[config.mk]
export PLATFORM = sky130hd
export DESIGN_NAME = wdknn_ctrl
export DESIGN_NICKNAME = d
export VERILOG_FILES = /design/src/wdknn_pkg.sv /design/src/wdknn_ctrl.sv
export SDC_FILE = /design/constraint.sdc
export NUM_CORES = 1
export LEC_CHECK = 0
export ABC_AREA = 1
export BUFFER_PORTS_ARGS = -buffer_cell sky130_fd_sc_hd__buf_2
export CAP_MARGIN = 20
export CORE_MARGIN = 4
export CORE_UTILIZATION = 39
export DETAILED_ROUTE_END_ITERATION = 12
export GPL_TIMING_DRIVEN = 1
export PLACE_DENSITY = 0.74
export SLEW_MARGIN = 20
export SYNTH_ARGS = -nofsm -noshare
export SYNTH_HDL_FRONTEND = slang
export SYNTH_SLANG_ARGS = --single-unit
[constraint.sdc]
create_clock -name clk -period 1.5 [get_ports clk]
set_input_delay 0.15 -clock clk [delete_from_list [all_inputs] [get_ports clk]]
set_output_delay 0.15 -clock clk [all_outputs]
set_load 0.01 [all_outputs]
[src/wdknn_pkg.sv]
package wdknn_pkg;

  localparam logic [1:0] MODE_LOAD  = 2'd0;
  localparam logic [1:0] MODE_REC   = 2'd1;
  localparam logic [1:0] MODE_FLUSH = 2'd2;
  localparam logic [1:0] MODE_IGNORED = 2'd3;

  localparam logic [2:0] ST_ACCEPTED = 3'd0;
  localparam logic [2:0] ST_NOT_CHOSEN = 3'd1;
  localparam logic [2:0] ST_CORRUPT = 3'd2;
  localparam logic [2:0] ST_OVER_LIMIT = 3'd3;
  localparam logic [2:0] ST_SELECTION = 3'd4;

  localparam logic [2:0] CFG_STAT_COUNT = 3'd0;
  localparam logic [2:0] CFG_SCEN_COUNT = 3'd1;
  localparam logic [2:0] CFG_SCEN_MASK = 3'd2;
  localparam logic [2:0] CFG_REC_LIMIT = 3'd3;
  localparam logic [2:0] CFG_KEEP_COUNT = 3'd4;

  typedef struct packed {
    logic accept;
    logic diff;
    logic mul_sq;
    logic mul_lo;
    logic mul_hi;
    logic term;
    logic acc;
    logic post;
    logic emit_rec;
    logic emit_sel;
    logic idx_zero;
    logic idx_inc;
    logic idx_dec;
    logic tbl_rd;
    logic fl_rd;
    logic tbl_shift;
    logic tbl_put;
    logic flush_clear;
  } cmd_t;

  typedef struct packed {
    logic elem_skip;
    logic last;
    logic out_free;
    logic status_acc;
    logic idx_is_zero;
    logic idx_at_n;
    logic shift_go;
  } sts_t;

endpackage

[src/wdknn_ctrl.sv]
module wdknn_ctrl (
  input  logic            clk,
  input  logic            rst,
  input  logic            in_valid,
  input  logic [1:0]      in_mode,
  output logic            in_ready,
  input  wdknn_pkg::sts_t sts,
  output wdknn_pkg::cmd_t cmd
);
  import wdknn_pkg::*;

  localparam logic [3:0] S_IDLE = 4'd0;
  localparam logic [3:0] S_DIFF = 4'd1;
  localparam logic [3:0] S_MSQ = 4'd2;
  localparam logic [3:0] S_MLO = 4'd3;
  localparam logic [3:0] S_MHI = 4'd4;
  localparam logic [3:0] S_TERM = 4'd5;
  localparam logic [3:0] S_ACC = 4'd6;
  localparam logic [3:0] S_POST = 4'd7;
  localparam logic [3:0] S_REC = 4'd8;
  localparam logic [3:0] S_ICHK = 4'd9;
  localparam logic [3:0] S_ICMP = 4'd10;
  localparam logic [3:0] S_IPUT = 4'd11;
  localparam logic [3:0] S_FCHK = 4'd12;
  localparam logic [3:0] S_FEMIT = 4'd13;

  logic [3:0] state;
  logic [3:0] state_next;

  assign in_ready = (state == S_IDLE);

  always_comb begin
    cmd = '0;
    state_next = state;
    unique case (state)
      S_IDLE: begin
        if (in_valid) begin
          cmd.accept = 1'b1;
          unique case (in_mode)
            MODE_REC: state_next = S_DIFF;
            MODE_FLUSH: begin
              cmd.idx_zero = 1'b1;
              state_next = S_FCHK;
            end
            default: state_next = S_IDLE;
          endcase
        end
      end
      S_DIFF: begin
        if (sts.elem_skip) begin
          state_next = S_POST;
        end else begin
          cmd.diff = 1'b1;
          state_next = S_MSQ;
        end
      end
      S_MSQ: begin
        cmd.mul_sq = 1'b1;
        state_next = S_MLO;
      end
      S_MLO: begin
        cmd.mul_lo = 1'b1;
        state_next = S_MHI;
      end
      S_MHI: begin
        cmd.mul_hi = 1'b1;
        state_next = S_TERM;
      end
      S_TERM: begin
        cmd.term = 1'b1;
        state_next = S_ACC;
      end
      S_ACC: begin
        cmd.acc = 1'b1;
        state_next = S_POST;
      end
      S_POST: begin
        cmd.post = 1'b1;
        state_next = sts.last ? S_REC : S_IDLE;
      end
      S_REC: begin
        if (sts.out_free) begin
          cmd.emit_rec = 1'b1;
          state_next = sts.status_acc ? S_ICHK : S_IDLE;
        end
      end
      // insertion walks down from the fill point, reading a slot in S_ICHK and comparing it in S_ICMP
      S_ICHK: begin
        if (sts.idx_is_zero) begin
          state_next = S_IPUT;
        end else begin
          cmd.tbl_rd = 1'b1;
          state_next = S_ICMP;
        end
      end
      S_ICMP: begin
        if (sts.shift_go) begin
          cmd.tbl_shift = 1'b1;
          cmd.idx_dec = 1'b1;
          state_next = S_ICHK;
        end else begin
          state_next = S_IPUT;
        end
      end
      S_IPUT: begin
        cmd.tbl_put = 1'b1;
        state_next = S_IDLE;
      end
      S_FCHK: begin
        if (sts.idx_at_n) begin
          cmd.flush_clear = 1'b1;
          state_next = S_IDLE;
        end else begin
          cmd.fl_rd = 1'b1;
          state_next = S_FEMIT;
        end
      end
      S_FEMIT: begin
        if (sts.out_free) begin
          cmd.emit_sel = 1'b1;
          cmd.idx_inc = 1'b1;
          state_next = S_FCHK;
        end
      end
      default: state_next = S_IDLE;
    endcase
  end

  always_ff @(posedge clk) begin
    if (rst) begin
      state <= S_IDLE;
    end else begin
      state <= state_next;
    end
  end

endmodule

; Word-level counts from Yosys, hierarchy flattened
; Cells that the tools add are included.
[word_totals]
ff_bits = 4
in_bits = 12
output_inout_bits = 19
wordCells = 57
[op_classes]
eq_ne = 18
mux = 36
reduce_logical = 2
[ops]
columns = op, count
row1 = $pmux 4 s13, 1
row2 = $mux 1, 26
row3 = $eq 4x4->1 const B, 6
row4 = $mux 4, 6
row5 = $eq 4x3->1 const B, 4
row6 = $eq 4x2->1 const B, 2
row7 = $pmux 4 s2, 1
row8 = $ne 2x2->1 const B, 3
row9 = $eq 4x1->1 const B, 1
row10 = $logic_not 4->1, 1
row11 = $mux 3, 1
row12 = $reduce_and 3->1, 1
row13 = $eq 2x1->1 const B, 1
row14 = $eq 2x2->1 const B, 1
row15 = $mux 2, 1

; Depth between registers and ports, before layout
[logic_depth]
depth_word = 4
mapped_depth = 8
ltp_nobuf = 8

; Least setup slack after synthesis
; OpenSTA, ideal clock, no wires.
[synth_timing]
kind = register to output
start = register state[3]
end = output port cmd[5] in the netlist's numbering
arrival_ps = 1107
required_time_ps = 1350
path_slack_ps = 243
stages_incl_launch_ff = 6
path_buffers = 1
path_cell_list = dfxtp_1 > inv_2 > nor2_2 > nand2_1 > nor2_1 > buf_4
[synth_lines]
columns = item, line_no
row1 = start: declaration, wdknn_ctrl.sv:27  ; logic [3:0] state;
row2 = start signal: assignment, wdknn_ctrl.sv:133  ; state <= state_next;
row3 = end: declaration, wdknn_ctrl.sv:8  ; output wdknn_pkg::cmd_t cmd

==> reports/qor.csv <==
stage;metric;value;unit
timing;finClkSkew;0.00304;ns
critical_path;rr_worst_depth;8;
clock_network;cts_tree;done;
yosys;synth_ff_type;dfxtp_1;
place;portBuffers;30;
die;die_y;44.1;µm
timing;hold_viol;0;
yosys;ys_seq_area_share;15.8;%
critical_path;rrSetupSlack;0.29;ns
drt;drc;0;
critical_path;crit_fanout;7;
clock_network;numCtsBuffers;3;
finish;insertedDiodeCount;0;
timing;finalSetupViolCount;0;
run;cap_violations;0;
timing;tightest_slew;0.255;ns
yosys;synth.ff_latch_count;4;
outcome;outcome;finished, final reports clean;
drt;via_per_inst;4.69;
critical_path;path_class;register to output port;
finish;top_regs;state: 4 flops;
clock_network;clkTransAtPathRegs;0.04;ns
place;dpl_cell_area;661;µm²
timing;min_period_over_period;92.9;%
timing;fin_ws;0.106;ns
clock_network;cts-root-buf;clkbuf_4;
critical_path;r2r-end;state[3]$_SDFFE_PP0P_;
drt;drtIter0Drc;7;
yosys;ys.warnings.count;0;
global_routing;grt_pass1_wl;2280;µm
power;power_density;1730;nW/µm²
critical_path;r2r_start;state[2]$_SDFFE_PP0P_;
finish;drive_gt1_share;40.3;%
min_path;whs_endpoint;state[0]$_SDFFE_PP0P_;
drt;ant_nets;0;
timing;relSlewSlack;82.9;%
critical_path;critPathMaxStageDelay;0.40;ns
timing;fin_setup_tns;0;ns
yosys;syn_area;508;µm²
critical_path;path_cells;inv_2 > nor2_4 > nand2_1 > nor2_1 > buf_2;
place;dp_cells;140;
critical_path;end_kind;output port;
timing;fmax;717;MHz
die;num_rows;12;
global_routing;first_global_vias;600;
timing;period_needed;1.39;ns
finish;largest_reg_flops;4;
die;start_util;43.4;%
yosys;synth_async_sr_flop_share;0;%
critical_path;arrival;1.24;ns
critical_path;critical-path-slowest-cell;dfxtp_2;
yosys;synth_area_leaders;nand2_1, dfxtp_1, inv_1, nor2_1, nand3_1;
min_path;holdPathStages;2;
die;die_area;1940;µm²
die;die_x;44.1;µm
global_routing;antenna_found_initial;0;
finish;fin_nets;143;
finish;final_area;706;µm²
global_routing;grt_usage;15.1;%
clock_network;holdBufCountCts;0;
drt;vias;671;
yosys;synth_top_area_share;17.7;%
min_path;min_from;rst;
global_routing;overflow;0;
clock_network;clock_path_buffers;2;
yosys;syn-num-nets;110;
global_routing;grt_start_max_net_pins;8;
finish;top_register;state;
place;gp_congestion;0.881;
drt;first_pass_iters;4;
place;dp_worst_setup_slack;0.182;ns
critical_path;start_kind;register;
drt;route.final.wire_length;1500;µm
finish;area_growth;38.9;%
critical_path;required;1.35;ns
yosys;ys_types;19;
yosys;syn_avg_cell_area;5.18;µm²
clock_network;cts.htree.levels;1;
timing;slew_violations;0;
power;ir_worst_vdd;1.14;mV
die;io_pins;31;
clock_network;insertion_delay;0.23;ns
finish;layout.cells.non_filler;143;
yosys;synth_top_area_cell;nand2_1;
place;post-dp-hpwl;1250;µm
clock_network;cts_sinks;4;
drt;wl_per_cell;10.5;µm
power;leakage;0.466;nW
die;core;1170;µm²
min_path;hp-class;input pin to register;
yosys;synth_most_common_cell;nand2_1;
yosys;synth_cells;98;
finish;fin_util;60.3;%
yosys;synth_edf_count;0;
yosys;synth_common_cells;nand2_1, inv_1, nor2_1, nand3_1, inv_2;
[per-stage QoR]
| stage | hold WS, ns | total power [W] |
|---|---|---|
| CTS | 0.107 | 0.00118 |
| finish | 0.108 | 0.00122 |
| global placement | 0.360 | 0.00102 |
| floorplan | 0.219 | 0.000799 |
| global route | 0.116 | 0.00135 |
| detailed placement | 0.362 | 0.00103 |
[placed cells by master, fill, tap and decap left out]
cell,Yosys,final
a211oi_1,1,1
a21oi_1,4,4
a21oi_2,1,1
buf_2,0,30
clkbuf_4,0,3
clkinv_1,1,1
dfxtp_2,0,4
inv_1,16,16
inv_2,5,5
nand2_1,24,24
nand2_2,2,2
nand3_1,10,10
nand3_2,1,1
nor2_1,16,15
nor2_2,4,2
nor2_4,1,4
nor3_1,2,2
nor4_1,2,2
o211ai_1,1,1
o21ai_0,1,1
[cell families (layout without fill, tap and decap cells)]
group           Yosys count  count (layout)  share of synthesized area (%)
compound gates            8               8                           9.61
buf+inv                  24              55                           19.2
flops                     4               4                           15.8
simple gates             62              62                           55.4
[per-layer routing]
layer	routed length, µm	GRT usage, %	vias to the layer above
met2	698	24.1	25
met5	0	0	-
met1	701	20.2	280
met3	94	1.22	2
li1	-	-	364
met4	10	7.23	0
[power breakdown]
group / switching (W) / internal, W / total (W)
Clock: 0.0000425 / 0.0000894 / 0.000132
Combinational: 0.000522 / 0.000291 / 0.000813
Sequential: 0.000112 / 0.000163 / 0.000275
Total: 0.000676 / 0.000543 / 0.00122
[worst max-delay path, delay by kind of cell (launching register included)]
family                 cells  cell delay, ns
DFF                        1            0.40
and+or+nand+nor            3            0.37
buffers and inverters      2            0.23
[timing repair]
item | 4_1_cts | 5_1_grt
endpoints found under the setup margin | 2 | 10
resized for setup | 2 | 6
endpoints found under the hold margin | 0 | 0
buffers inserted | 0 | 0
[final cells by class]
class / count / area, µm²
sequential: 4 / 85.1
multi-input combinational: 70 / 348
clock buffer: 3 / 22.5
inverter: 22 / 82.6
tap: 14 / 17.5
timing repair buffer: 30 / 150
fill: 131 / 465
[how the worst max path moves through the flow]
stage | slack (ns) | endpoint | cells after the start | startpoint
floorplan | 0.24 | cmd[5] | 5 | state[3]$_SDFFE_PP0P_
global placement | 0.18 | state[3]$_SDFFE_PP0P_ | 8 | state[3]$_SDFFE_PP0P_
detailed placement | 0.18 | state[3]$_SDFFE_PP0P_ | 8 | state[3]$_SDFFE_PP0P_
CTS | 0.03 | cmd[5] | 5 | state[3]$_SDFFE_PP0P_
global route | -0.005 | cmd[6] | 5 | state[0]$_SDFFE_PP0P_
finish | 0.11 | cmd[8] | 5 | state[0]$_SDFFE_PP0P_
No activity file was read; power rests on OpenSTA's default activity.
